## src/design/spq_pkg.sv

```systemverilog
// Package for the stable priority queue.
// Holds the capacity default, the function and status codes, and the cell types.
// No dependencies.
package spq_pkg;

    localparam int SPQ_CAPACITY = 16;

    localparam logic FUNC_ADD  = 1'b0;
    localparam logic FUNC_PROC = 1'b1;

    localparam logic [1:0] ST_ADDED     = 2'd0;
    localparam logic [1:0] ST_PROCESSED = 2'd1;
    localparam logic [1:0] ST_EMPTY     = 2'd2;
    localparam logic [1:0] ST_FULL      = 2'd3;

    typedef struct packed {
        logic        valid;
        logic [7:0]  pri;
        logic [31:0] id;
        logic [31:0] payload;
    } t_entry;

    typedef struct packed {
        logic   add;
        logic   pop;
        t_entry new_entry;
    } t_cell_ctl;

endpackage

```

## src/design/spq_cell.sv

```systemverilog
// One storage cell of the sorted queue chain.
// Depends on spq_pkg for the entry and control types.
// Shifts right on insert behind it, shifts left on pop.
module spq_cell (
    input  logic               i_clk,
    input  logic               i_rst_n,
    input  spq_pkg::t_cell_ctl i_ctl,
    input  spq_pkg::t_entry    i_left,
    input  logic               i_left_after,
    input  spq_pkg::t_entry    i_right,
    output spq_pkg::t_entry    o_entry,
    output logic               o_after
);
    import spq_pkg::*;

    t_entry r_entry;
    t_entry n_entry;

    // this cell lies at or behind the insert position
    assign o_after = ~r_entry.valid | (r_entry.pri > i_ctl.new_entry.pri);

    always_comb begin
        n_entry = r_entry;
        if (i_ctl.pop) begin
            n_entry = i_right;
        end else if (i_ctl.add && o_after) begin
            if (i_left_after) begin
                n_entry = i_left;
            end else begin
                n_entry = i_ctl.new_entry;
            end
        end
    end

    always_ff @(posedge i_clk) begin
        if (!i_rst_n) begin
            r_entry.valid <= 1'b0;
        end else begin
            r_entry.valid <= n_entry.valid;
        end
        r_entry.pri     <= n_entry.pri;
        r_entry.id      <= n_entry.id;
        r_entry.payload <= n_entry.payload;
    end

    assign o_entry = r_entry;

endmodule

```

## src/design/stable_priority_queue.sv

```systemverilog
// Stable priority queue of tasks: sorted chain of cells plus output register.
// Depends on spq_pkg and spq_cell.
//
// Usage:
//   Input channel (i_in_valid / o_in_stall) carries one command per transfer:
//   i_func = add (store i_priority_req and i_payload_tag under the next id)
//   or process (remove the head task, smallest priority, oldest first).
//   Output channel (o_out_valid / i_out_stall) returns exactly one result per
//   command: status, task id, priority, payload and occupancy after it.
// Result: registered, and presented in the cycle after the input transfer.
// Throughput: one command per cycle when not stalled; every cell compares and
//   shifts in parallel, and the output register decouples the two channels.
// Stall: while a result waits under i_out_stall, o_in_stall is high and the
//   held result does not change; input transfers resume as it is taken.
// Reset: synchronous, active low; the queue empties, the next id is 1 and
//   the output register holds no result.
// An add to a full queue returns status full and uses no id; a process on
//   an empty queue returns status empty. Both carry zero task fields.
module stable_priority_queue #(
    parameter int CAPACITY = spq_pkg::SPQ_CAPACITY
) (
    input  logic        i_clk,
    input  logic        i_rst_n,
    input  logic        i_in_valid,
    output logic        o_in_stall,
    input  logic        i_func,
    input  logic [7:0]  i_priority_req,
    input  logic [31:0] i_payload_tag,
    output logic        o_out_valid,
    input  logic        i_out_stall,
    output logic [1:0]  o_status,
    output logic [31:0] o_task_id,
    output logic [7:0]  o_task_priority,
    output logic [31:0] o_task_payload,
    output logic [4:0]  o_occupancy
);
    import spq_pkg::*;

    localparam int CW = $clog2(CAPACITY + 1);

    t_entry    w_entry [CAPACITY];
    logic      w_after [CAPACITY];
    t_cell_ctl w_ctl;

    logic        r_out_valid;
    logic [1:0]  r_status;
    logic [31:0] r_task_id;
    logic [7:0]  r_task_priority;
    logic [31:0] r_task_payload;
    logic [CW-1:0] r_count;
    logic [CW-1:0] n_count;
    logic [31:0] r_next_id;

    logic        w_fire;
    logic        w_full;
    logic        w_empty;
    logic [1:0]  w_status;
    t_entry      w_result;
    logic [CW+4:0] w_count_ext;

    assign o_in_stall = r_out_valid & i_out_stall;
    assign w_fire     = i_in_valid & ~o_in_stall;
    assign w_full     = w_entry[CAPACITY-1].valid;
    assign w_empty    = ~w_entry[0].valid;

    always_comb begin
        w_ctl.add               = w_fire && (i_func == FUNC_ADD) && !w_full;
        w_ctl.pop               = w_fire && (i_func == FUNC_PROC) && !w_empty;
        w_ctl.new_entry.valid   = 1'b1;
        w_ctl.new_entry.pri     = i_priority_req;
        w_ctl.new_entry.id      = r_next_id;
        w_ctl.new_entry.payload = i_payload_tag;
    end

    genvar g;
    generate
        for (g = 0; g < CAPACITY; g++) begin : g_cell
            t_entry w_left;
            logic   w_left_after;
            t_entry w_right;
            if (g == 0) begin : g_head
                assign w_left       = w_ctl.new_entry;
                assign w_left_after = 1'b0;
            end else begin : g_mid
                assign w_left       = w_entry[g-1];
                assign w_left_after = w_after[g-1];
            end
            if (g == CAPACITY - 1) begin : g_tail
                assign w_right = '0;
            end else begin : g_body
                assign w_right = w_entry[g+1];
            end
            spq_cell u_cell (
                .i_clk        (i_clk),
                .i_rst_n      (i_rst_n),
                .i_ctl        (w_ctl),
                .i_left       (w_left),
                .i_left_after (w_left_after),
                .i_right      (w_right),
                .o_entry      (w_entry[g]),
                .o_after      (w_after[g])
            );
        end
    endgenerate

    always_comb begin
        w_result = '0;
        n_count  = r_count;
        if (i_func == FUNC_ADD) begin
            if (w_full) begin
                w_status = ST_FULL;
            end else begin
                w_status = ST_ADDED;
                w_result = w_ctl.new_entry;
                n_count  = r_count + 1'b1;
            end
        end else begin
            if (w_empty) begin
                w_status = ST_EMPTY;
            end else begin
                w_status = ST_PROCESSED;
                w_result = w_entry[0];
                n_count  = r_count - 1'b1;
            end
        end
    end

    always_ff @(posedge i_clk) begin
        if (!i_rst_n) begin
            r_out_valid <= 1'b0;
            r_count     <= '0;
            r_next_id   <= 32'd1;
        end else begin
            if (w_fire) begin
                r_out_valid <= 1'b1;
                r_count     <= n_count;
            end else if (!i_out_stall) begin
                r_out_valid <= 1'b0;
            end
            if (w_ctl.add) begin
                r_next_id <= r_next_id + 32'd1;
            end
        end
    end

    always_ff @(posedge i_clk) begin
        if (w_fire) begin
            r_status        <= w_status;
            r_task_id       <= w_result.id;
            r_task_priority <= w_result.pri;
            r_task_payload  <= w_result.payload;
        end
    end

    assign w_count_ext     = {5'd0, r_count};
    assign o_out_valid     = r_out_valid;
    assign o_status        = r_status;
    assign o_task_id       = r_task_id;
    assign o_task_priority = r_task_priority;
    assign o_task_payload  = r_task_payload;
    assign o_occupancy     = w_count_ext[4:0];

    a_count_head: assert property (@(posedge i_clk) disable iff (!i_rst_n)
        (r_count == '0) == w_empty)
        else $error("count and head cell disagree");

    a_full_hold: assert property (@(posedge i_clk) disable iff (!i_rst_n)
        (w_fire && i_func == FUNC_ADD && w_full) |=>
        (r_count == $past(r_count) && r_next_id == $past(r_next_id)))
        else $error("refused add changed the queue");

    a_pop_count: assert property (@(posedge i_clk) disable iff (!i_rst_n)
        w_ctl.pop |=> (r_count == $past(r_count) - 1'b1))
        else $error("pop did not shrink the queue");

    a_empty_occ: assert property (@(posedge i_clk) disable iff (!i_rst_n)
        (o_out_valid && o_status == ST_EMPTY) |-> (o_occupancy == 5'd0))
        else $error("empty result with nonzero occupancy");

endmodule
```

## config.mk

```make
export PLATFORM = sky130hd
export DESIGN_NAME = stable_priority_queue
export DESIGN_NICKNAME = d
export VERILOG_FILES = /design/src/design/spq_pkg.sv /design/src/design/spq_cell.sv /design/src/design/stable_priority_queue.sv
export SDC_FILE = /design/constraint.sdc
export NUM_CORES = 2
export LEC_CHECK = 0
export ABC_AREA = 1
export BUFFER_PORTS_ARGS = -buffer_cell sky130_fd_sc_hd__clkbuf_2
export CAP_MARGIN = 20
export CORE_MARGIN = 3
export CORE_UTILIZATION = 36
export CTS_CLUSTER_DIAMETER = 40
export CTS_CLUSTER_SIZE = 16
export DETAILED_ROUTE_END_ITERATION = 6
export PLACE_DENSITY = 0.48
export SLEW_MARGIN = 20
export SYNTH_ARGS = -nofsm -noshare
export SYNTH_HDL_FRONTEND = slang
export SYNTH_SLANG_ARGS = --single-unit
```

## constraint.sdc

```tcl
create_clock -name i_clk -period 11.1 [get_ports i_clk]
set_clock_uncertainty 0.1 [all_clocks]
set_input_delay 2.775 -clock i_clk [delete_from_list [all_inputs] [get_ports i_clk]]
set_output_delay 2.775 -clock i_clk [all_outputs]
set_load 0.005 [all_outputs]
```

==> impl_metrics.toml <==
[run_status]
status = "completed"

[synth]
yosysSeqAreaShare_pct = 51.7
ys_warn_count = 0
synthCells = 9332
avgSynthCellArea_um2 = 7.71
synth_seq_cells = 1280
synth_area_um2 = 71900
syn-num-nets = 9502
synth.distinct_cells = 36
synth_edf_count = 1154
synth_top_flop_cell = "edfxtp_1"
ys_async_sr_fraction_pct = 0

[cts]
clockBufferDepth = 4
cts_root_buffer = "clkbuf_16"
cts-buffers-inserted = 283
h-tree-depth = 5
clk_pin_slew_worst_paths_ps = 60
hold_buffers = 0
clock-sinks = 1280
cts_tree = "built"
postCtsSetupRepairBufs = 0
clk_latency_ps = 910
cts_resized = 0

[timing]
finalSetupTns_ps = 0
drv_slew = 0
period_minus_slack_ps = 6780
setup_viol = 0
fmax_mhz = 147
tightest_slew_ps = 1180
hold_violations = 0
slew_headroom_pct = 21.3
fin_crit_sh_pct = 61.1
fin_ws_ps = 4320
grt_setup_unrepaired = "no"

[placed_design]
dp_cells = 11524
gp_congestion = 0.858
place_ws_ps = 3520
portBuffers = 125
dp_hpwl_um = 161000
post_dp_cell_area_um2 = 74400

[floorplanning]
die_w_um = 453
die_area_um2 = 205000
die_h_um = 453
initial_core_util_pct = 36.3
ios = 126
num_rows = 163
core_um2 = 198000

[min_path]
hold_path.class = "reg -> reg"

[grt]
grt_pass1_vias = 63734
grt_start_max_net_pins = 214
grt_usage_pct = 28.2
antenna_found_initial = 7
grt_overflow = 0
grt_pass1_wl_um = 433000

[critical_path]
crit_type = "in -> reg"
cp-start-kind = "primary input"
cp_data_required_time_ps = 11480
arrival_ps = 7170
endpoint_kind = "register"
cp_max_fo = 157

[route]
firstDrtPassIters = 6
routedWlPerCell_um = 24.6
drc = 0
drtAntennaViolNets = 0
drtIter0Drc = 7368
post_drt_via_cell_ratio = 5.48
finalWirelength_um = 296000
vias = 65811

[power]
leakage_nw = 38.4
vdd_drop_max_mv = 0.161
p_per_area_nw_per_um2 = 201

[layout]
final_cells = 12016
syn_to_final_growth_pct = 16.1
drive_gt1_share_pct = 7.80
design_area_um2 = 83500
fin_nets = 9340

[job]
maxCapViolCount = 0
==> layout by cell type (no fill, tap or decap), types with 5 or more instances in the layout <==
cell	count
a21o_1	6
a21oi_1	90
a21oi_4	7
buf_12	9
buf_4	106
bufinv_16	24
clkbuf_1	48
clkbuf_16	290
clkbuf_2	125
clkbuf_8	11
clkinv_1	62
clkinv_2	34
clkinv_4	21
clkinvlp_4	14
dfxtp_1	112
dfxtp_4	14
edfxtp_1	1154
ha_1	124
inv_1	698
inv_2	5
inv_6	12
inv_8	5
nand2_1	4122
nand2_4	29
nand2_8	8
nand3_1	1532
nand3b_1	8
nand4_1	24
nor2_1	154
nor3_1	7
o21a_1	9
o21ai_0	389
o21ai_1	11
o21bai_1	7
o22ai_1	72
xor2_1	9
==> flip-flops by register name (all words and copies together) (netlist names) <==
signal / flops
g_cell.u_cell.o_entry: 1168
o_occupancy: 5
o_out_valid: 1
o_status: 2
o_task_id: 32
o_task_payload: 32
o_task_priority: 8
r_next_id: 32
==> synthesized netlist by cell type (all sizes together), types with 2 or more instances <==
library cell     n  area share, %
a21o             6          0.063
o21bai           7          0.073
buf            283            2.0
a21oi           97           0.68
o22ai           72           0.63
nor2           158           0.85
nand2         4159             22
nand4           24           0.21
nand3         1532             11
ha             124            2.2
o21a             9          0.094
inv            705            3.7
nor3            10          0.090
xor2             9           0.11
mux2i            2          0.028
clkinv          34           0.18
dfxtp          126            3.5
clkbuf         407            2.1
o21ai          400            2.8
edfxtp        1154             48
nand3b           8          0.084
==> critical path, cell delays in order <==
cell	delay, ps
clkbuf_2	270
nand2_4	230
nor2_4	150
buf_4	660
inv_8	470
buf_12	480
nand2_4	860
buf_4	680
==> kinds of logic (layout without fill, tap and decap cells) <==
logic type	after synthesis	count (layout)	share of synthesized area, %
AOI/OAI and AO/OA	595	595	4.36
and+or+nand+nor	5892	5892	33.7
adders and majority gates	125	125	2.19
DFF	1280	1280	51.7
other	0	2	0
buffers and inverters	1429	1471	7.96
xor gates and xnor gates	9	9	0.110
muxes	2	2	0.0278
==> through the flow <==
| step | utilization (%) | total power [mW] | hold slack, ps |
|---|---|---|---|
| after floorplan | - | 7.65 | 329 |
| after global placement | 37.5 | 8.64 | 339 |
| after detailed placement | 37.6 | 8.68 | 346 |
| after CTS | 42.1 | 16.9 | 357 |
| after global routing | 42.1 | 17.4 | 375 |
| final | 42.2 | 16.8 | 355 |
==> routing by layer <==
| layer | part of all wire [%] | track usage, % | wire length, um |
|---|---|---|---|
| met3 | 8.2 | 4.84 | 24400 |
| met4 | 4.4 | 12.2 | 13000 |
| met5 | 0 | 0 | 0 |
| met1 | 42 | 37.9 | 124000 |
| met2 | 45 | 44.6 | 134000 |
==> report_power, final <==
group | total [mW] | switching (mW) | internal [mW]
clock network | 8.18 | 2.79 | 5.38
registers | 6.18 | 0.286 | 5.89
logic | 2.46 | 1.86 | 0.605
==> cell type report <==
| class | count | area [um2] |
|---|---|---|
| fillers | 19984 | 115000 |
| flip-flops and latches | 1280 | 37200 |
| multi-input cells | 6623 | 29400 |
| repair buffers | 243 | 1670 |
| clock buffers | 349 | 7590 |
| inverters | 739 | 2790 |
| diodes | 2 | 5.00 |
| well taps | 2640 | 3300 |
| clock inverters | 140 | 1460 |
==> path summary, 6_finish.rpt <==
path	startpoint	endpoint	slack, ps	cells after the start
setup / recovery	i_func	g_cell[12].u_cell.o_entry[60]	4320	8
hold / removal	g_cell[15].u_cell.o_entry[66]	g_cell[15].u_cell.o_entry[66]	350	2
setup reg to reg	o_out_valid	g_cell[12].u_cell.o_entry[60]	6010	8
hold reg to reg	g_cell[15].u_cell.o_entry[66]	g_cell[15].u_cell.o_entry[66]	350	2
Note: power is estimated with default switching activity, not from simulation.
